**src/hw/rtl/okrs_pkg.sv**
```systemverilog
// Shared types and constants for the ordered key set range-sum unit.
// No dependencies; imported by every module of the unit.
package okrs_pkg;

	localparam int CAPACITY_DEF  = 1024;
	localparam int KEY_WIDTH_DEF = 30;
	localparam int NEW_KEY_W     = 30;
	localparam int RANGE_W       = 30;
	localparam int TOTAL_W       = 40;

	typedef enum logic {
		OP_INSERT = 1'b0,
		OP_QUERY  = 1'b1
	} op_t;

	typedef enum logic [1:0] {
		ST_INSERTED = 2'd0,
		ST_PRESENT  = 2'd1,
		ST_FULL     = 2'd2,
		ST_ANSWERED = 2'd3
	} status_t;

	// Control part of a request walking down the cell chain
	typedef struct packed {
		logic vld;
		op_t  op;
		logic found;
		logic placed;
	} req_ctl_t;

endpackage

```
**src/hw/rtl/okrs_result.sv**
```systemverilog
// Result stage: decodes the chain tail into status and total, holds the response.
// Depends on okrs_pkg.
module okrs_result (
	input  logic                         clk,
	input  logic                         arst_n,
	input  logic                         rsp_ready,
	input  okrs_pkg::req_ctl_t           tail_ctl,
	input  logic [okrs_pkg::TOTAL_W-1:0] tail_total,
	output logic                         advance,
	output logic                         rsp_valid,
	output logic [1:0]                   status,
	output logic [okrs_pkg::TOTAL_W-1:0] range_total
);
	import okrs_pkg::*;

	logic               rsp_valid_q;
	status_t            status_q;
	logic [TOTAL_W-1:0] total_q;
	status_t            status_nxt;

	// Move the chain whenever the response register is free or being drained
	assign advance = !rsp_valid_q || rsp_ready;

	// Decode the insert outcome; queries always answer
	always_comb begin
		priority if (tail_ctl.op == OP_QUERY) begin
			status_nxt = ST_ANSWERED;
		end else if (tail_ctl.found) begin
			status_nxt = ST_PRESENT;
		end else if (tail_ctl.placed) begin
			status_nxt = ST_INSERTED;
		end else begin
			status_nxt = ST_FULL;
		end
	end

	always_ff @(posedge clk or negedge arst_n) begin
		if (!arst_n) begin
			rsp_valid_q <= 1'b0;
		end else if (advance) begin
			rsp_valid_q <= tail_ctl.vld;
		end
	end

	always_ff @(posedge clk) begin
		if (advance) begin
			status_q <= status_nxt;
			total_q  <= tail_total;
		end
	end

	assign rsp_valid   = rsp_valid_q;
	assign status      = status_q;
	assign range_total = total_q;

	a_insert_zero: assert property (@(posedge clk) disable iff (!arst_n)
		rsp_valid_q && (status_q != ST_ANSWERED) |-> (total_q == '0))
		else $error("insert response carries a nonzero total");

	a_query_status: assert property (@(posedge clk) disable iff (!arst_n)
		advance && tail_ctl.vld && (tail_ctl.op == OP_QUERY)
			|=> rsp_valid_q && (status_q == ST_ANSWERED))
		else $error("query response lost or misreported");

	a_tail_excl: assert property (@(posedge clk) disable iff (!arst_n)
		tail_ctl.vld |-> !(tail_ctl.found && tail_ctl.placed))
		else $error("insert both found and placed");

endmodule

```
**config.mk**
```make
export PLATFORM = sky130hd
export DESIGN_NAME = okrs_result
export DESIGN_NICKNAME = d
export VERILOG_FILES = /design/src/hw/rtl/okrs_pkg.sv /design/src/hw/rtl/okrs_result.sv
export SDC_FILE = /design/constraint.sdc
export NUM_CORES = 1
export LEC_CHECK = 0
export BUFFER_PORTS_ARGS = -buffer_cell sky130_fd_sc_hd__buf_2
export CAP_MARGIN = 20
export CORE_ASPECT_RATIO = 0.8
export CORE_UTILIZATION = 43
export CTS_CLUSTER_DIAMETER = 40
export DETAILED_ROUTE_END_ITERATION = 12
export GPL_TIMING_DRIVEN = 0
export PLACE_DENSITY = 0.83
export REMOVE_ABC_BUFFERS = 1
export SYNTH_ARGS = -nofsm -noshare
export SYNTH_HDL_FRONTEND = slang
export SYNTH_SLANG_ARGS = --single-unit
export TNS_END_PERCENT = 1
```
**constraint.sdc**
```tcl
create_clock -name clk -period 2.9 [get_ports clk]
set_clock_uncertainty 0.15 [all_clocks]
set_input_delay 0.58 -clock clk [delete_from_list [all_inputs] [get_ports clk]]
set_output_delay 0.58 -clock clk [all_outputs]
set_load 0.1 [all_outputs]
```
==> results_dict.tcl, run 1 <==
set metrics [dict create \
    finalCriticalPeriod_ps 2390 \
    core.rowCount 17 \
    clock_sinks 43 \
    die-area_mm2 0.00330 \
    dieWidth_um 63.9 \
    fin_nets 192 \
    fillers 186 \
    drcViolationCount 0 \
    ys.flop_type "edfxtp_1" \
    synth.most_common_cell "edfxtp_1" \
    grt_pass1_wl_um 3600 \
    synth-async-reset-ratio_pct 2.33 \
    syn_inst 47 \
    synth_edf_count 42 \
    synth_top_family_by_area "simple AND/OR/NAND/NOR gates" \
    synth-simple-area-share_pct 1.99 \
    die_y_um 51.6 \
    finalSetupViolCount 0 \
    p_per_area_mw_per_mm2 820 \
    status "completed" \
    required_ps 2170 \
    ys_warn_count 0 \
    synth_top_cell_by_area "edfxtp_1" \
    critical_path_arrival_ps 1660 \
    gp_congestion 0.665 \
    synth-seq-cells 43 \
    floorplan.initialDensity_pct 46.7 \
    routed_wl_um 2410 \
    min_path_type "primary input to flop" \
    synthMuxAreaShare_pct 0 \
    num_vias 817 \
    synth_compound_area_share_pct 0.569 \
    finalMaxSlewViolations 0 \
    cts_max_path_buffers 2 \
    wl_per_cell_um 13.1 \
    worst_pin_slew_ps 554 \
    cap_violations 0 \
    peakVddDrop_mv 0.497 \
    drt_pre_antenna_iters 4 \
    fin_crit_sh_pct 82.3 \
    hold_ws_ps 309 \
    worstPathMaxFanout 44 \
    area_growth_pct 46.6 \
    seq_area_frac_synth_pct 97.4 \
    tritoncts "done" \
    cts_resized 0 \
    max_stage_delay_ps 530 \
    grt_pass1_vias 835 \
    regToRegSetupSlack_ps 1540 \
    drtIter0Drc 9 \
    cpMaxStageDelayCell "buf_2" \
    synth_adder_area_share_pct 0 \
    setup_tns_ps 0 \
    syn_area_mm2 0.00132 \
    cts.root.buffer_cell "clkbuf_8" \
    grt_usage_pct 16.3 \
    ios 91 \
    detail-route-antenna-nets 0 \
    relSlewSlack_pct 63.1 \
    io_buffer_count 90 \
    antennaDiodeCount 0 \
    p_leak_nw 0.860 \
    worstSetupStartpointType "flop" \
    core_area_mm2 0.00283 \
    viasPerCell 4.44 \
    grt_antenna_before_repair 0 \
    dp.cells 175 \
    finalPower_mw 1.59 \
    final_hold_viol_count 0 \
    stdcell_count 184 \
    crit_type "flop to primary output" \
    drive_gt1_share_pct 67.1 \
    clk_pin_slew_ps 80 \
    grt_overflow 0 \
    cts_buffers 5 \
    synth_top_area_share_pct 95.5 \
    fmax_mhz 419 \
    cp_cell_sequence "nand2b_4 -> buf_2" \
    rsz0062_at_grt "false" \
    synth_cell_types 6 \
    synth_area_leaders "edfxtp_1 96%, dfrtp_1 1.9%, nand2b_4 1.0%, o21bai_1 0.57%, nand2b_1 0.47%" \
    grt_max_degree 45 \
    clkLatencyLatePin_ps 290 \
    synth_area_per_cell_um2 28.1 \
    htreeDepth 2 \
    end_kind "primary output" \
    synth_xor_area_share_pct 0 \
]
==> stage by stage <==
step	instance area [um2]	utilization, %	setup WS, ps
3_5_place_dp	1820	64.3	505
6_report	1940	68.4	514
5_1_grt	1940	68.4	425
4_1_cts	1940	68.4	483
3_3_place_gp	1820	64.3	534
2_1_floorplan	1320	-	620
==> what timing repair did <==
| item | 4_1_cts | 5_1_grt |
|---|---|---|
| buffers inserted | 0 | 0 |
| endpoints found under the hold margin | 1 | 0 |
| hold buffers | 1 | 0 |
==> registers in the layout (all words and copies together) (netlist names) <==
| signal | cells |
|---|---|
| range_total | 40 |
| rsp_valid | 1 |
| status | 2 |
==> per-layer routing <==
layer	part of all wire (%)	GRT usage, %
met5	0	0
met4	1.7	7.95
met3	14	11.2
met1	33	15.1
met2	51	27.5
==> path summary, 6_finish.rpt <==
check / startpoint / depth (start not counted) / to
worst max-delay path: rsp_valid / 2 / advance
worst min-delay path: tail_total[4] / 1 / range_total[4]
worst max register to register: rsp_valid / 1 / range_total[39]
worst min register to register: rsp_valid / 2 / rsp_valid
max in group asynchronous: arst_n / 2 / rsp_valid
min in group asynchronous: arst_n / 2 / rsp_valid
==> cell type report <==
class	count	area, um2	area share (%)
flip-flops and latches	43	1290	66.5
repair buffers	91	460	23.8
clock buffers	5	68.8	3.56
well taps	38	47.5	2.46
clock inverters	3	38.8	2.00
multi-input cells	4	33.8	1.75
==> report_power, final <==
group / internal [mW] / switching [mW] / total [mW]
combinational: 0.0521 / 0.353 / 0.405
clock: 0.252 / 0.187 / 0.439
sequential: 0.733 / 0.0103 / 0.743
total: 1.04 / 0.550 / 1.59
==> cells by family (layout without fill, tap and decap cells) <==
logic type / after synthesis / after routing
flops: 43 / 43
buf+inv: 0 / 99
simple gates: 3 / 3
compound gates: 1 / 1
==> cell usage in the layout, fill, tap and decap left out, drive strengths merged <==
cell / netlist / routed
clkinv: 0 / 2
dfrtp: 1 / 1
bufinv: 0 / 1
o21bai: 1 / 1
edfxtp: 42 / 42
or2: 1 / 1
dlygate4sd3: 0 / 1
nand2b: 2 / 2
buf: 0 / 90
clkbuf: 0 / 5
==> worst max-delay path, delay by kind of cell (launching register included) <==
family        cells  cell delay (ps)
flops             1              410
buf+inv           1              530
simple gates      1              430
No activity file was read; power rests on OpenSTA's default activity.
==> run 2, diff against run 1 <==
--- a/config.mk
+++ b/config.mk
@@ -8,11 +8,11 @@
 export BUFFER_PORTS_ARGS = -buffer_cell sky130_fd_sc_hd__buf_2
 export CAP_MARGIN = 20
 export CORE_ASPECT_RATIO = 0.8
-export CORE_UTILIZATION = 43
+export CORE_UTILIZATION = 40
 export CTS_CLUSTER_DIAMETER = 40
 export DETAILED_ROUTE_END_ITERATION = 12
 export GPL_TIMING_DRIVEN = 0
-export PLACE_DENSITY = 0.83
+export PLACE_DENSITY = 0.78
 export REMOVE_ABC_BUFFERS = 1
 export SYNTH_ARGS = -nofsm -noshare
 export SYNTH_HDL_FRONTEND = slang
==> constraint.sdc (replaced) <==
create_clock -name clk -period 2.27 [get_ports clk]
set_clock_uncertainty 0.15 [all_clocks]
set_input_delay 0.454 -clock clk [delete_from_list [all_inputs] [get_ports clk]]
set_output_delay 0.454 -clock clk [all_outputs]
set_load 0.1 [all_outputs]
==> run 2 against run 1 <==
  * Hold slack lost 120 ps
  * Largest cell class unchanged
  * Cell count grew 1.1%
  * Critical path type unchanged
  * Non-clock buffer count is the same
  * Cell area shrank 1.1%
  * Global-route usage shrank 2.3 points
  * Sequential share of layout area grew 0.74 points
  * Combinational power grew 28%
  * Largest power group unchanged
  * Sequential power grew 28%
  * Sequential cell count is the same
==> results_dict.tcl, run 2 (synthesized netlist as in run 1, its figures left out) <==
set metrics [dict create \
    finalCriticalPeriod_ps 2130 \
    dieWidth_um 66.2 \
    holdCritStartpoint "tail_total[6]" \
    clock_sinks 43 \
    regToRegEndpoint "range_total[32]" \
    fin_nets 192 \
    largest_register_ffs 40 \
    hold_depth 1 \
    dp.cells 177 \
    drive_gt1_share_pct 66.4 \
    io_buffer_count 90 \
    floorplan.initialDensity_pct 42.5 \
    routed_wl_um 2500 \
    seq_power_share_pct 49.8 \
    cts_max_path_buffers 2 \
    final_hold_viol_count 0 \
    dpl.hpwl_um 1920 \
    seqCellArea_mm2 0.00129 \
    peakVddDrop_mv 0.370 \
    worst_pin_slew_ps 552 \
    crit_type "flop to primary output" \
    setup_tns_ps 0 \
    cap_violations 0 \
    intPower_mw 1.22 \
    grt_max_degree 45 \
    worstSetupStartpointType "flop" \
    whs_endpoint "range_total[6]" \
    p_leak_nw 0.847 \
    reg2reg_from "rsp_valid" \
    clk_pin_slew_ps 70 \
    antennaDiodeCount 0 \
    fin_area_mm2 0.00191 \
    min_path_type "primary input to flop" \
    hold_ws_ps 194 \
    tritoncts "done" \
    finalMaxSlewViolations 0 \
    multi_input_area_um2 33.8 \
    layout_common_cells "89 x buf_2, 42 x edfxtp_1, 5 x clkbuf_8, 2 x clkbuf_1" \
    worstPathMaxFanout 44 \
    stdcell_count 186 \
    status "completed" \
    finalSetupViolCount 0 \
    die-area_mm2 0.00354 \
    finalPower_mw 1.91 \
    gp_congestion 0.597 \
    final_common_cell "buf_2" \
    p_per_area_mw_per_mm2 997 \
    clkLatencyLatePin_ps 280 \
    end_kind "primary output" \
    placed_cell_area_mm2 0.00182 \
    required_ps 1670 \
    p_clk_share_pct 23.1 \
    viasPerCell 4.27 \
    core.rowCount 18 \
    fmax_mhz 469 \
    cts_buffers 5 \
    htreeDepth 2 \
    grt_usage_pct 14.0 \
    drcViolationCount 0 \
    swShare_pct 36.1 \
    fin_crit_sh_pct 94.0 \
    grt_antenna_before_repair 0 \
    grt_pass1_wl_um 3280 \
    fillers 233 \
    worst_r2r_path_depth 1 \
    ios 91 \
    switchingPower_uw 689 \
    grt_pass1_vias 698 \
    regToRegSetupSlack_ps 900 \
    grt_overflow 0 \
    num_vias 794 \
    die_y_um 53.4 \
    detail-route-antenna-nets 0 \
    wl_per_cell_um 13.5 \
    cts.root.buffer_cell "clkbuf_8" \
    area_growth_pct 45.0 \
    relSlewSlack_pct 63.2 \
    rsz0062_at_grt "false" \
    drt_pre_antenna_iters 4 \
    combPwrFrac_pct 27.2 \
    drtIter0Drc 71 \
    core_area_mm2 0.00311 \
    critical_path_arrival_ps 1530 \
]
run 2: cell types whose count changed in the layout (fill, tap and decap cells not counted), sizes merged:
cell,before,now
bufinv,1,0
clkbuf,5,7
clkinv,2,1
run 2: final cells by class:
class	instances	share of cell area (%)
Sequential cell	43	67.2
Timing Repair Buffer	91	24.2
Clock buffer	7	3.99
Tap cell	40	2.61
Multi-Input combinational cell	4	1.76
Clock inverter	1	0.261
run 2: routing by layer:
| layer | routed length [um] | up-vias | track usage [%] |
|---|---|---|---|
| li1 | - | 379 | - |
| met1 | 915 | 361 | 15.8 |
| met2 | 1320 | 52 | 23.0 |
| met3 | 248 | 2 | 5.17 |
| met4 | 25 | 0 | 8.51 |
| met5 | 0 | - | 0 |
run 2: repair_timing:
action / CTS / global route
hold endpoints to repair: 1 / 0
setup endpoints to repair: 1 / 0
hold buffers: 1 / 0
buffers inserted: 0 / 0
resized for setup: 1 / 0
run 2: worst max-delay path: stages, from the launching register on:
cell	delay, ps
dfrtp_1	410
nand2b_4	440
buf_4	390
run 2: how the worst max path moves through the flow:
stage	slack, ps	start	end
floorplan	120	rsp_valid	advance
global placement	150	rsp_ready	advance
detailed placement	110	rsp_ready	advance
CTS	110	rsp_valid	advance
global route	20	rsp_valid	advance
finish	140	rsp_valid	advance
run 2: per-stage QoR:
stage,setup slack (ps),util (%)
after CTS,108,61.6
after global routing,22.8,61.6
after detailed placement,107,58.6
after floorplan,116,-
after global placement,151,58.6
final,137,61.6
run 2: power by group through the flow:
stage / Clock [mW] / Combinational (mW) / Sequential (mW)
after CTS: 0.454 / 0.521 / 0.951
after global placement: 0 / 0.515 / 0.965
after detailed placement: 0 / 0.519 / 0.969
after global routing: 0.478 / 0.533 / 0.956
after floorplan: 0 / 0.0270 / 1.37
final: 0.440 / 0.518 / 0.950
