==> src/hw/rtl/okrs_pkg.sv <==
// Shared types and constants for the ordered key set range-sum unit.
// No dependencies; imported by every module of the unit.
package okrs_pkg;

	localparam int CAPACITY_DEF  = 1024;
	localparam int KEY_WIDTH_DEF = 30;
	localparam int NEW_KEY_W     = 30;
	localparam int RANGE_W       = 30;
	localparam int TOTAL_W       = 40;

	typedef enum logic {
		OP_INSERT = 1'b0,
		OP_QUERY  = 1'b1
	} op_t;

	typedef enum logic [1:0] {
		ST_INSERTED = 2'd0,
		ST_PRESENT  = 2'd1,
		ST_FULL     = 2'd2,
		ST_ANSWERED = 2'd3
	} status_t;

	// Control part of a request walking down the cell chain
	typedef struct packed {
		logic vld;
		op_t  op;
		logic found;
		logic placed;
	} req_ctl_t;

endpackage

==> src/hw/rtl/okrs_cell.sv <==
// One storage cell of the chain: holds one key slot and one request stage.
// Depends on okrs_pkg.
module okrs_cell #(
	parameter int KeyWidth = okrs_pkg::KEY_WIDTH_DEF
) (
	input  logic                           clk,
	input  logic                           arst_n,
	input  logic                           advance,
	input  okrs_pkg::req_ctl_t             ctl_in,
	input  logic [KeyWidth-1:0]            key_in,
	input  logic [okrs_pkg::RANGE_W-1:0]   low_in,
	input  logic [okrs_pkg::RANGE_W-1:0]   high_in,
	input  logic [okrs_pkg::TOTAL_W-1:0]   total_in,
	output okrs_pkg::req_ctl_t             ctl_out,
	output logic [KeyWidth-1:0]            key_out,
	output logic [okrs_pkg::RANGE_W-1:0]   low_out,
	output logic [okrs_pkg::RANGE_W-1:0]   high_out,
	output logic [okrs_pkg::TOTAL_W-1:0]   total_out,
	output logic                           slot_vld
);
	import okrs_pkg::*;

	localparam int CmpW = (KeyWidth > RANGE_W) ? KeyWidth : RANGE_W;
	localparam int SumW = TOTAL_W + 1;

	logic                slot_vld_q;
	logic [KeyWidth-1:0] slot_key_q;
	req_ctl_t            ctl_s1;
	logic [KeyWidth-1:0] key_s1;
	logic [RANGE_W-1:0]  low_s1;
	logic [RANGE_W-1:0]  high_s1;
	logic [TOTAL_W-1:0]  total_s1;

	logic                hit;
	logic                take;
	logic                in_rng;
	logic                add_en;
	logic [SumW-1:0]     sum_wide;
	logic [TOTAL_W-1:0]  total_nxt;
	req_ctl_t            ctl_nxt;

	// Compare the held key against the request
	assign hit    = slot_vld_q && (slot_key_q == key_in);
	assign take   = ctl_in.vld && (ctl_in.op == OP_INSERT) && !ctl_in.found
		&& !ctl_in.placed && !slot_vld_q;
	assign in_rng = (CmpW'(slot_key_q) >= CmpW'(low_in))
		&& (CmpW'(slot_key_q) <= CmpW'(high_in));
	assign add_en = (ctl_in.op == OP_QUERY) && slot_vld_q && in_rng;

	// Add this slot into the running total, saturating at all ones
	assign sum_wide  = SumW'(total_in) + (add_en ? SumW'(slot_key_q) : SumW'(0));
	assign total_nxt = sum_wide[TOTAL_W] ? {TOTAL_W{1'b1}} : sum_wide[TOTAL_W-1:0];

	always_comb begin
		ctl_nxt        = ctl_in;
		ctl_nxt.found  = ctl_in.found | ((ctl_in.op == OP_INSERT) && hit);
		ctl_nxt.placed = ctl_in.placed | take;
	end

	// Control state: slot valid bit and request stage valid
	always_ff @(posedge clk or negedge arst_n) begin
		if (!arst_n) begin
			slot_vld_q <= 1'b0;
			ctl_s1     <= '0;
		end else if (advance) begin
			slot_vld_q <= slot_vld_q | take;
			ctl_s1     <= ctl_nxt;
		end
	end

	// Payload: stored key and request fields handed to the next cell
	always_ff @(posedge clk) begin
		if (advance) begin
			key_s1   <= key_in;
			low_s1   <= low_in;
			high_s1  <= high_in;
			total_s1 <= total_nxt;
			if (take) begin
				slot_key_q <= key_in;
			end
		end
	end

	assign ctl_out   = ctl_s1;
	assign key_out   = key_s1;
	assign low_out   = low_s1;
	assign high_out  = high_s1;
	assign total_out = total_s1;
	assign slot_vld  = slot_vld_q;

	a_slot_sticky: assert property (@(posedge clk) disable iff (!arst_n)
		slot_vld_q |=> slot_vld_q)
		else $error("filled slot lost its valid bit");

	a_slot_key_hold: assert property (@(posedge clk) disable iff (!arst_n)
		slot_vld_q |=> $stable(slot_key_q))
		else $error("filled slot key changed");

	a_query_no_mark: assert property (@(posedge clk) disable iff (!arst_n)
		advance && ctl_in.vld && (ctl_in.op == OP_QUERY) && !ctl_in.found
			&& !ctl_in.placed |=> !ctl_s1.found && !ctl_s1.placed)
		else $error("query request marked as insert outcome");

endmodule

==> config.mk <==
export PLATFORM = sky130hd
export DESIGN_NAME = okrs_cell
export DESIGN_NICKNAME = d
export VERILOG_FILES = /design/src/hw/rtl/okrs_pkg.sv /design/src/hw/rtl/okrs_cell.sv
export SDC_FILE = /design/constraint.sdc
export NUM_CORES = 1
export LEC_CHECK = 0
export BUFFER_PORTS_ARGS = -buffer_cell sky130_fd_sc_hd__buf_4
export CAP_MARGIN = 25
export CORE_MARGIN = 4
export CORE_UTILIZATION = 47
export DETAILED_ROUTE_END_ITERATION = 8
export MAX_ROUTING_LAYER = met4
export PLACE_DENSITY = 0.76
export SYNTH_ARGS = -nofsm -noshare
export SYNTH_HDL_FRONTEND = slang
export SYNTH_SLANG_ARGS = --single-unit
==> constraint.sdc <==
create_clock -name clk -period 4.7 [get_ports clk]
set_input_delay 0.705 -clock clk [delete_from_list [all_inputs] [get_ports clk]]
set_output_delay 0.705 -clock clk [all_outputs]
set_load 0.05 [all_outputs]
==> reports/qor_table.md, run 1 <==
| Step | Quantity | Value |
| --- | --- | --- |
| outcome | Result of the run | finished, violations left |
| outcome | Failing checks | setup timing |
| pwr | Internal power of the cells | 2790 uW |
| setup path | Required time of the critical path | 4.89 ns |
| clock network | Root buffer cell | sky130_fd_sc_hd__clkbuf_16 |
| floorplan | Effective utilization at floorplan | 48.0% |
| timing | Worst clock skew on the final layout | 0.00813 ns |
| synthesis | Main area contributors after synthesis | sky130_fd_sc_hd__edfxtp_1 (53%), sky130_fd_sc_hd__ha_1 (12%), sky130_fd_sc_hd__xnor2_1 (3.7%), sky130_fd_sc_hd__inv_1 (3.1%), sky130_fd_sc_hd__a21o_1 (2.7%) |
| timing | F_max | 210 MHz |
| synthesis | Synthesized instance count | 750 |
| pwr | Clock power share | 33.7% |
| route | DRC violation total after the first TritonRoute iteration | 527 |
| synthesis | Largest area contributor in the netlist | sky130_fd_sc_hd__edfxtp_1 |
| timing | Normalized max-slew margin | 35.5% |
| synthesis | Post-synthesis async set-or-reset flop share | 3.03% |
| timing | Setup-failing EPs final | 5 |
| final layout | Final non-filler cell total | 1454 |
| timing | Transition time at the pin with the least slew margin | 0.965 ns |
| pwr | Part of the power in combinational logic | 23.6% |
| placement | Instance area at placement | 12300 um^2 |
| final layout | Count of nets after finishing | 1408 |
| final layout | Post-Route Utilization | 72.2% |
| synthesis | Complex-gate fraction of the synthesized area | 11.7% |
| synthesis | Portion of netlist area occupied by mux cells | 1.09% |
| final layout | Final cell area excluding filler cells | 13600 um^2 |
| placement | Global placer's final weighted congestion | 0.959 |
| setup path | Kind of end point of the critical path | register |
| synthesis | Post-synthesis simple-gate area fraction | 10.8% |
| route | Number of nets still failing antenna checks after routing | 0 |
| floorplan | Area enclosed by the die boundary | 21500 um^2 |
| clock network | Number of hold buffers added after CTS | 0 |
| clock network | H-tree Lvls | 4 |
| synthesis | Largest family of logic cells by synthesized area | adder cells |
| floorplan | Die outline height | 147 um |
| timing | RSZ-0062 raised after global routing | yes |
| placement | Half-perimeter wire length after placement | 21300 um |
| timing | Number of hold violations in the final report | 0 |
| placement | Inst Count DP | 1396 |
| pwr | Pwr/cell area | 302 nW/um^2 |
| synthesis | Register bit total from synthesis | 165 |
| grt | Tot GR Track Use | 25.6% |
| run | Maximum capacitance violations | 0 |
| synthesis | Total standard cell area after synthesis | 9040 um^2 |
| final layout | Ratio of cells with drive above 1 in the final layout | 46.2% |
| route | Iteration count of the initial detailed-routing pass | 4 |
| synthesis | Seq/Total Area, Yosys | 54.5% |
| grt | Wire length of the first global-routing pass | 41400 um |
| pwr | Reported leakage power | 0.00627 uW |
| route | Number of design rule violations left after detail routing | 0 |
| route | Vias per std cell | 5.28 |
| grt | Number of antenna violations at the first check in global routing | 1 |
| synthesis | Per-instance average area after synthesis | 12.1 um^2 |
| grt | GRT overflow | 0 |
| setup path | Critical Path Fanout Max | 7 |
| timing | Clock period minus worst slack | 4.77 ns |
| clock network | CTS Buf Count | 17 |
| synthesis | Share of the synthesized area in the top cell type | 53.2% |
| timing | Post-route worst hold slack | 0.0557 ns |
| final layout | Area growth from synthesis to final layout | 50.4% |
| synthesis | Mapped Nets | 978 |
| setup path | Kind of critical path | register to register |
| timing | Total Negative Setup Slacks | -0.147 ns |
| setup path | Startpoint types | register |
| clock network | Clock sinks | 165 |
| clock network | Latest clock arrival within the worst-skew pair | 0.44 ns |
| floorplan | Placeable core region | 18800 um^2 |
| floorplan | Die X-Extent | 147 um |
| clock network | Clock tree from TritonCTS | done |
| synthesis | Most common cell in the synthesized netlist | sky130_fd_sc_hd__edfxtp_1 |
| synthesis | Post-Synth XOR/XNOR Area | 5.43% |
| clock network | Number of buffers on the longest clock path | 2 |
| timing | Setup slack of the critical path after layout | -0.0663 ns |
| route | Detailed Route WL | 28100 um |
| grt | Vias in the first global route | 7769 |
| timing | Share of the clock period used by the worst path after layout | 101% |
| floorplan | Standard-cell row count | 50 |
| clock network | Register clock-pin slew on the reported worst setup and hold paths | 0.07 ns |
| synthesis | Synth warnings | 0 |
| synthesis | Count of flip-flops with a built-in enable after synthesis | 160 |
| route | Wirelength per Cell | 19.3 um |
| pwr | Worst ir drop on vdd | 0.250 mV |
| pwr | Net switching power | 1310 uW |
| grt | Largest net degree at the start of global routing | 74 |
| pwr | Net switching fraction of the power | 32.0% |
| setup path | Data arrival time of the worst path | 4.96 ns |
| timing | Number of max-slew violations in the final report | 0 |
| synthesis | Adder and majority gate portion of the synthesized area | 12.7% |
| route | Via total after detailed routing | 7680 |
| floorplan | Top-level I/O count | 272 |
| synthesis | Top FF cell, synth | sky130_fd_sc_hd__edfxtp_1 |
| placement | Count of input and output buffers | 271 |
| synthesis | Ranking of synthesized cells by instance count | sky130_fd_sc_hd__edfxtp_1 (160), sky130_fd_sc_hd__ha_1 (90), sky130_fd_sc_hd__inv_1 (74), sky130_fd_sc_hd__nand2_1 (57), sky130_fd_sc_hd__a21oi_1 (43) |
| worst hold path | Min-delay worst type | primary input to async pin |
| synthesis | Count of different cell masters after synthesis | 60 |
| pwr | Share of total power in sequential cells | 42.7% |
[flip-flops by register name, summed over array words and instances (netlist names)]
register and cells:
low_out 30, key_out 30, ctl_out 4, slot_key_q 30, total_out 40, high_out 30, slot_vld 1
[placed cells by master (no fill, tap or decap), types with 20 or more instances in the layout]
| cell | n |
|---|---|
| sky130_fd_sc_hd__buf_4 | 410 |
| sky130_fd_sc_hd__edfxtp_1 | 160 |
| sky130_fd_sc_hd__ha_1 | 84 |
| sky130_fd_sc_hd__inv_1 | 74 |
| sky130_fd_sc_hd__xnor2_1 | 38 |
| sky130_fd_sc_hd__nand2_1 | 37 |
| sky130_fd_sc_hd__a21o_1 | 32 |
| sky130_fd_sc_hd__a21oi_1 | 32 |
| sky130_fd_sc_hd__and2_1 | 30 |
| sky130_fd_sc_hd__nand4_1 | 22 |
| sky130_fd_sc_hd__nor2_1 | 22 |
| sky130_fd_sc_hd__clkbuf_16 | 20 |
[worst paths after layout]
kind / startpoint / endpoint / slack, ns / cells past startpoint
min in group clk: high_in[9] / high_out[9] / 0.45 / 1
max reg2reg: slot_key_q[3] / total_out[37] / -0.07 / 21
max in group asynchronous: arst_n / slot_vld / 4.53 / 1
min reg2reg: ctl_out[2] / ctl_out[2] / 0.53 / 1
max: slot_key_q[3] / total_out[37] / -0.07 / 21
min: arst_n / ctl_out[2] / 0.06 / 1
[metal layers]
metal,share of wire (%),global-route usage (%),wire length (um)
met2,51,42.8,14400
met3,6.1,4.31,1700
met1,40,31.9,11300
met4,2.5,8.23,716
met5,0,-,0
[metrics by stage]
step | worst slack (ns) | total power, uW
floorplan | 0.0155 | 2310
global placement | -0.597 | 2700
detailed placement | -0.683 | 2710
CTS | -0.00127 | 4090
global route | -0.214 | 4250
finish | -0.0663 | 4110
[worst max-delay path, cell delays in order, from the launching register on]
cell and delay, ns:
sky130_fd_sc_hd__edfxtp_1 0.45, sky130_fd_sc_hd__ha_1 0.32, sky130_fd_sc_hd__a21o_1 0.16, sky130_fd_sc_hd__a21o_1 0.18
sky130_fd_sc_hd__a221oi_2 0.32, sky130_fd_sc_hd__o221ai_2 0.15, sky130_fd_sc_hd__a221oi_2 0.30, sky130_fd_sc_hd__a41oi_2 0.07
sky130_fd_sc_hd__a21oi_2 0.20, sky130_fd_sc_hd__buf_4 0.17, sky130_fd_sc_hd__clkbuf_16 0.14, sky130_fd_sc_hd__and2_1 0.18
sky130_fd_sc_hd__ha_4 0.23, sky130_fd_sc_hd__a211oi_2 0.26, sky130_fd_sc_hd__o211ai_1 0.22, sky130_fd_sc_hd__nand3_2 0.13
sky130_fd_sc_hd__nand3_2 0.09, sky130_fd_sc_hd__o221a_4 0.26, sky130_fd_sc_hd__o2111ai_4 0.21, sky130_fd_sc_hd__buf_6 0.20
sky130_fd_sc_hd__nand2_2 0.06, sky130_fd_sc_hd__mux2_4 0.25
[area by class of cell]
type | instances | area, um^2
antenna | 1 | 2.50
clock buffer | 17 | 425
clock inverter | 15 | 158
fill | 1313 | 5240
inverter | 74 | 278
multi-input combinational | 499 | 4190
sequential | 165 | 4930
tap | 260 | 325
timing repair buffer | 423 | 3290
[cells by family after synthesis]
group / count (synthesis)
flops: 165
compound gates: 157
simple gates: 186
buf+inv: 86
mux: 9
xor+xnor: 56
fa+ha+maj: 91
[power groups by stage]
stage               registers (uW)  logic (uW)  clock network [uW]
finish                        1750         971                1380
floorplan                     2120         192                   0
global route                  1760        1020                1470
detailed placement            1790         926                   0
global placement              1780         914                   0
CTS                           1750         938                1400
[repair_timing]
action / 4_1_cts / 5_1_grt
setup endpoints to repair: 40 / 40
cloned: 0 / 5
resized for setup: 17 / 80
pin swaps: 12 / 19
endpoints found under the hold margin: 0 / 0
buffers inserted: 8 / 12
No activity file was read; power rests on OpenSTA's default activity.
==> inputs of run 2 (changes only) <==
CORE_UTILIZATION = 50   (was 47)
PLACE_DENSITY = 0.77   (was 0.76)
clock period = 6.15 ns   (was 4.7 ns; I/O delays follow)
==> run 2 against run 1 <==
Against the previous run: sequential share of layout area rose by 5.2 points; core utilization fell by 4.1 points; flip-flop and latch count unchanged; critical endpoint is now total_out[35]; critical path depth did not move; cell count shrank 13%; via count fell by 11%; the flow now finishes without violations; hold slack gained 0.22 ns; clock power decreased by 25%.
==> reports/qor_table.md, run 2 (same netlist as run 1, synthesis figures left out) <==
| Step | Quantity | Value | Change |
| --- | --- | --- | --- |
| setup path | Most common cell on crit path | sky130_fd_sc_hd__a21oi_1 |  |
| setup path | Cells on worst reg2reg path | 19 | -9.5% |
| clock network | Latest clock arrival within the worst-skew pair | 0.44 ns | about the same |
| setup path | Instance count on the critical path | 21 | unchanged |
| final layout | Leading cell type in the layout, fill and taps excluded | sky130_fd_sc_hd__buf_4 |  |
| setup path | Start of the worst register-to-register path | slot_key_q[19] |  |
| clock network | Count of instances resized after the clock tree is built | 0 | -17 |
| clock network | Root buffer cell | sky130_fd_sc_hd__clkbuf_16 |  |
| route | Number of nets still failing antenna checks after routing | 0 | unchanged |
| grt | Tot GR Track Use | 25.0% | -0.63 points |
| timing | Transition time at the pin with the least slew margin | 0.912 ns | -0.0523 ns |
| clock network | Post-CTS setup-driven buffer insertion count | 0 | -8 |
| pwr | Worst ir drop on vdd | 0.206 mV | -18% |
| setup path | Cell-by-cell trace of the critical path | buf_4 -> inv_1 -> ha_1 -> nand4_1 -> or2_2 -> nor3_1 -> a41oi_1 -> a21oi_1 -> a211oi_1 -> a21oi_1 -> buf_4 -> and2_1 -> ha_1 -> a211oi_1 -> o21ai_2 -> o21ai_0 -> a21oi_1 -> a21oi_1 -> o31a_1 -> nor3b_1 -> mux2_2 |  |
| route | Vias per std cell | 5.40 | +2.2% |
| clock network | Clock sinks | 165 | unchanged |
| timing | F_max | 180 MHz |  |
| worst hold path | Min-delay worst type | primary input to async pin |  |
| setup path | Critical path's top delay family | compound AO/OA/AOI/OAI gates |  |
| final layout | Post-Route Utilization | 68.1% | -4.1 points |
| clock network | Clock tree from TritonCTS | done |  |
| timing | Normalized max-slew margin | 39.0% | +3.5 points |
| final layout | Most frequent cells in the layout | sky130_fd_sc_hd__buf_4 (273), sky130_fd_sc_hd__edfxtp_1 (160), sky130_fd_sc_hd__ha_1 (90) |  |
| pwr | Pwr/cell area | 256 nW/um^2 | -15% |
| grt | Largest net degree at the start of global routing | 71 | -4.1% |
| final layout | Area growth from synthesis to final layout | 31.6% |  |
| setup path | Delay of the slowest cell on the worst path | 0.44 ns | about the same |
| setup path | Kind of critical path | primary input to register |  |
| final layout | Antenna Diode Count | 0 | -1 |
| timing | Number of max-slew violations in the final report | 0 | unchanged |
| setup path | Startpoint types | primary input |  |
| setup path | Required time of the critical path | 6.33 ns | +1.44 ns |
| grt | Wire length of the first global-routing pass | 37500 um | -9.5% |
| floorplan | Die X-Extent | 142 um | -2.9% |
| final layout | Filler Cells Inserted | 1324 | +0.84% |
| final layout | Count of nets after finishing | 1259 | -11% |
| timing | Number of hold violations in the final report | 0 | unchanged |
| timing | Worst clock skew on the final layout | 0.0125 ns | +0.00437 ns |
| route | Detailed Route WL | 24300 um | -13% |
| grt | GRT overflow | 0 | unchanged |
| timing | Total Negative Setup Slacks | 0 ns | +0.147 ns |
| setup path | Crit path max-delay cell type | sky130_fd_sc_hd__nor3_1 |  |
| final layout | Ratio of cells with drive above 1 in the final layout | 31.2% | -15 points |
| floorplan | Top-level I/O count | 272 | unchanged |
| clock network | Register clock-pin slew on the reported worst setup and hold paths | 0.07 ns | about the same |
| timing | Post-route worst hold slack | 0.275 ns | +0.220 ns |
| pwr | Reported leakage power | 0.00541 uW | -14% |
| clock network | Number of buffers on the longest clock path | 2 | unchanged |
| outcome | Result of the run | finished, final reports clean |  |
| route | Via total after detailed routing | 6849 | -11% |
| setup path | Buffers & Inverters on Critical Path | 3 | unchanged |
| setup path | Kind of end point of the critical path | register |  |
| timing | Setup-failing EPs final | 0 | -5 |
| placement | Count of input and output buffers | 271 | unchanged |
| clock network | H-tree Lvls | 4 | unchanged |
| timing | RSZ-0062 raised after global routing | no |  |
| route | Wirelength per Cell | 19.2 um | -0.85% |
| floorplan | Effective utilization at floorplan | 51.7% | +3.7 points |
| setup path | Data arrival time of the worst path | 5.73 ns | +0.77 ns |
| final layout | Area occupied by multi-input gates | 3780 um^2 | -9.7% |
| route | DRC violation total after the first TritonRoute iteration | 532 | +0.95% |
| floorplan | Die outline height | 142 um | -2.9% |
| timing | Clock period minus worst slack | 5.55 ns |  |
| route | Number of design rule violations left after detail routing | 0 | unchanged |
| floorplan | Standard-cell row count | 48 | -4.0% |
| grt | Vias in the first global route | 7073 | -9.0% |
| setup path | Critical Path Fanout Max | 30 | +23 |
| timing | Share of the clock period used by the worst path after layout | 90.2% |  |
| grt | Number of antenna violations at the first check in global routing | 0 | -1 |
| setup path | Worst setup path start | low_in[19] |  |
| route | Iteration count of the initial detailed-routing pass | 5 | +1 |
| floorplan | Area enclosed by the die boundary | 20300 um^2 | -5.7% |
| final layout | Max FFs per register | 40 | unchanged |
| setup path | Endpoint of the most critical setup path | total_out[35] |  |
| placement | Half-perimeter wire length after placement | 19500 um | -8.6% |
| setup path | Worst reg2reg setup slack | 0.68 ns | +0.75 ns |
| clock network | CTS Buf Count | 17 | unchanged |
| placement | Global placer's final weighted congestion | 0.925 | -3.6% |
| pwr | Total design power | 3050 uW | -26% |
| run | Maximum capacitance violations | 0 | unchanged |
| setup path | R2r endpoint | total_out[35] |  |
| final layout | Sequential Area | 4930 um^2 | unchanged |
| floorplan | Placeable core region | 17500 um^2 | -7.2% |
| clock network | Number of hold buffers added after CTS | 0 | unchanged |
[run 2: worst min path at each step]
stage | start | to | cells after the start | slack [ns]
after floorplan | arst_n | ctl_out[0] | 0 | 0.63
after global placement | ctl_out[0] | ctl_out[0] | 2 | 0.48
after detailed placement | ctl_out[2] | ctl_out[2] | 1 | 0.50
after CTS | arst_n | ctl_out[1] | 1 | 0.26
after global routing | arst_n | ctl_out[1] | 1 | 0.25
final | arst_n | ctl_out[1] | 1 | 0.28
[run 2: final cells by class]
class,instances,area share [%]
sequential,165,41.4
timing repair buffer,274,17.3
inverter,74,2.33
clock buffer,20,3.75
multi-input combinational,499,31.8
clock inverter,12,1.01
tap,225,2.37
[run 2: routing by layer]
metal | track usage (%) | wire length, um | part of all wire [%]
met4 | 7.55 | 569 | 2.3
met3 | 6.15 | 1660 | 6.8
met5 | - | 0 | 0
met1 | 30.5 | 9970 | 41
met2 | 41.2 | 12100 | 50
[run 2: power by group]
group	internal [uW]	switching, uW
Sequential	1320	24.1
Clock	575	469
Combinational	222	437
Total	2120	930
[run 2: metrics by stage]
step                cells  worst slack (ns)  cell area [um^2]
floorplan             750              1.16              9040
global placement     1237             0.357             11300
detailed placement   1237             0.273             11300
CTS                  1269             0.699             11900
global route         1269             0.331             11900
finish               1269             0.605             11900
==> inputs of run 3 (changes only) <==
RECOVER_POWER = 25   (was not set)
==> run 3 against run 2 <==
Against the previous run: cell count stayed put; global-route usage did not move; first-iteration DRC count increased by 0.56%; final area down 2.1%; flip-flop and latch count is the same; die area did not move; core utilization is 1.4 points lower; register-to-register slack hardly changed; count of clock-buffer cells in the layout unchanged; sequential power is essentially flat; power fell by 0.60%.
==> reports/qor_table.md, run 3 (same netlist as run 1, synthesis figures left out) <==
| Step | Quantity | Value | Change |
| --- | --- | --- | --- |
| final layout | Most frequent cells in the layout | sky130_fd_sc_hd__buf_4 (183), sky130_fd_sc_hd__edfxtp_1 (160), sky130_fd_sc_hd__ha_1 (90) |  |
| grt | Vias in the first global route | 7073 | unchanged |
| setup path | Data arrival time of the worst path | 5.81 ns | +0.08 ns |
| placement | Count of input and output buffers | 271 | unchanged |
| final layout | Area growth from synthesis to final layout | 28.9% |  |
| final layout | Max FFs per register | 40 | unchanged |
| placement | Instance area at placement | 11300 um^2 | unchanged |
| route | Number of design rule violations left after detail routing | 0 | unchanged |
| floorplan | Die X-Extent | 142 um | unchanged |
| grt | M2 GR Usage | 41.2% | unchanged |
| clock network | Number of hold buffers added after CTS | 0 | unchanged |
| timing | RSZ-0062 raised after global routing | no |  |
| setup path | Cells on worst reg2reg path | 19 | unchanged |
| final layout | Count of nets after finishing | 1259 | unchanged |
| route | Number of nets still failing antenna checks after routing | 0 | unchanged |
| clock network | Register clock-pin slew on the reported worst setup and hold paths | 0.07 ns | about the same |
| pwr | Worst ir drop on vdd | 0.205 mV | -0.22% |
| setup path | Endpoint of the most critical setup path | total_out[35] |  |
| grt | Largest net degree at the start of global routing | 71 | unchanged |
| clock network | Clock tree from TritonCTS | done |  |
| clock network | Count of instances resized after the clock tree is built | 0 | unchanged |
| clock network | Latest clock arrival within the worst-skew pair | 0.44 ns | about the same |
| floorplan | Standard-cell row count | 48 | unchanged |
| clock network | CTS Buf Count | 17 | unchanged |
| clock network | H-tree Lvls | 4 | unchanged |
| setup path | Kind of critical path | primary input to register |  |
| timing | Total Negative Setup Slacks | 0 ns | unchanged |
| setup path | Start of the worst register-to-register path | slot_key_q[19] |  |
| route | Wirelength per Cell | 19.2 um | +0.17% |
| grt | Tot GR Track Use | 25.0% | unchanged |
| setup path | R2r endpoint | total_out[35] |  |
| setup path | Kind of end point of the critical path | register |  |
| timing | F_max | 178 MHz | -1.4% |
| route | Iteration count of the initial detailed-routing pass | 5 | unchanged |
| floorplan | Placeable core region | 17500 um^2 | unchanged |
| final layout | Final cell area excluding filler cells | 11600 um^2 | -2.1% |
| route | Vias per std cell | 5.40 | unchanged |
| grt | GRT overflow | 0 | unchanged |
| setup path | Critical Path Fanout Max | 30 | unchanged |
| pwr | Pwr/cell area | 260 nW/um^2 | +1.5% |
| final layout | Leading cell type in the layout, fill and taps excluded | sky130_fd_sc_hd__buf_4 |  |
| timing | Worst clock skew on the final layout | 0.0106 ns | -0.00186 ns |
| timing | Transition time at the pin with the least slew margin | 0.906 ns | -0.00681 ns |
| final layout | Antenna Diode Count | 0 | unchanged |
| clock network | Post-CTS setup-driven buffer insertion count | 0 | unchanged |
| outcome | Result of the run | finished, final reports clean |  |
| placement | Half-perimeter wire length after placement | 19500 um | unchanged |
| timing | Clock period minus worst slack | 5.62 ns | +0.0795 ns |
| grt | GR met1 Demand/Resource | 30.5% | unchanged |
| clock network | Clock sinks | 165 | unchanged |
| run | Maximum capacitance violations | 0 | unchanged |
| clock network | Root buffer cell | sky130_fd_sc_hd__clkbuf_16 |  |
| floorplan | Area enclosed by the die boundary | 20300 um^2 | unchanged |
| timing | Number of max-slew violations in the final report | 0 | unchanged |
| timing | Number of hold violations in the final report | 0 | unchanged |
| grt | Met3 Resource Use GR | 6.15% | unchanged |
| timing | Normalized max-slew margin | 39.5% | +0.46 points |
| floorplan | Die outline height | 142 um | unchanged |
| route | Via total after detailed routing | 6849 | unchanged |
| worst hold path | Min-delay worst type | primary input to async pin |  |
| grt | Wire length of the first global-routing pass | 37500 um | unchanged |
| setup path | Startpoint types | primary input |  |
| setup path | Worst setup path start | low_in[19] |  |
| route | DRC violation total after the first TritonRoute iteration | 535 | +0.56% |
| route | Detailed Route WL | 24400 um | +0.17% |
| floorplan | Effective utilization at floorplan | 51.7% | unchanged |
| placement | Global placer's final weighted congestion | 0.925 | unchanged |
| grt | Global-route layer with the greatest usage | met2 |  |
| grt | Number of antenna violations at the first check in global routing | 0 | unchanged |
| timing | Setup-failing EPs final | 0 | unchanged |
| timing | Share of the clock period used by the worst path after layout | 91.5% | +1.3 points |
| setup path | Worst reg2reg setup slack | 0.67 ns | about the same |
| setup path | Required time of the critical path | 6.33 ns | about the same |
| pwr | Reported leakage power | 0.00516 uW | -4.5% |
| clock network | Number of buffers on the longest clock path | 2 | unchanged |
| final layout | Ratio of cells with drive above 1 in the final layout | 24.9% | -6.3 points |
| floorplan | Top-level I/O count | 272 | unchanged |
==> run 3: cell count changes in the layout (fill, tap and decap cells not counted), sizes merged <==
cell    delta
clkbuf    +90
buf       -90
==> run 3: worst max-delay path: stages <==
cell and delay (ns):
sky130_fd_sc_hd__clkbuf_1 0.12, sky130_fd_sc_hd__inv_1 0.07, sky130_fd_sc_hd__ha_1 0.31, sky130_fd_sc_hd__nand4_1 0.12
sky130_fd_sc_hd__or2_2 0.33, sky130_fd_sc_hd__nor3_1 0.44, sky130_fd_sc_hd__a41oi_1 0.27, sky130_fd_sc_hd__a21oi_1 0.20
sky130_fd_sc_hd__a211oi_1 0.09, sky130_fd_sc_hd__a21oi_1 0.17, sky130_fd_sc_hd__buf_4 0.26, sky130_fd_sc_hd__and2_1 0.26
sky130_fd_sc_hd__ha_1 0.27, sky130_fd_sc_hd__a211oi_1 0.32, sky130_fd_sc_hd__o21ai_2 0.17, sky130_fd_sc_hd__o21ai_0 0.26
sky130_fd_sc_hd__a21oi_1 0.13, sky130_fd_sc_hd__a21oi_1 0.37, sky130_fd_sc_hd__o31a_1 0.34, sky130_fd_sc_hd__nor3b_1 0.09
sky130_fd_sc_hd__mux2_2 0.27
==> run 3: worst min path at each step <==
stage | startpoint | endpoint | slack (ns) | cells after the start
detailed placement | ctl_out[2] | ctl_out[2] | 0.50 | 1
CTS | arst_n | ctl_out[1] | 0.26 | 1
floorplan | arst_n | ctl_out[0] | 0.63 | 0
global placement | ctl_out[0] | ctl_out[0] | 0.48 | 2
finish | arst_n | ctl_out[1] | 0.34 | 1
global route | arst_n | ctl_out[1] | 0.33 | 1
==> run 3: routing by layer <==
layer,routed length [um],vias up
met5,0,-
met4,587,0
met3,1710,41
met2,12100,265
met1,10000,3203
li1,-,3340
==> run 3: area by class of cell <==
cell class | instances | area (um^2)
Inverter | 74 | 278
Tap cell | 225 | 282
Clock buffer | 20 | 447
Timing Repair Buffer | 274 | 1810
Fill cell | 1397 | 5830
Sequential cell | 165 | 4930
Multi-Input combinational cell | 499 | 3780
Clock inverter | 12 | 120
==> run 3: metrics by stage <==
step	utilization (%)	total power [uW]	worst slack (ns)	hold WS, ns	std cells
3_5_place_dp	64.8	2030	0.273	0.499	1237
4_1_cts	68.1	3060	0.699	0.264	1269
6_report	66.7	3030	0.525	0.343	1269
5_1_grt	66.7	3140	0.247	0.332	1269
2_1_floorplan	-	1760	1.16	0.627	750
3_3_place_gp	64.8	2020	0.357	0.483	1237
==> run 3: where the power goes <==
group	switching, uW	leakage (uW)	internal (uW)
registers	24.2	0.00160	1320
logic	437	0.00329	203
clock network	470	0.000277	576
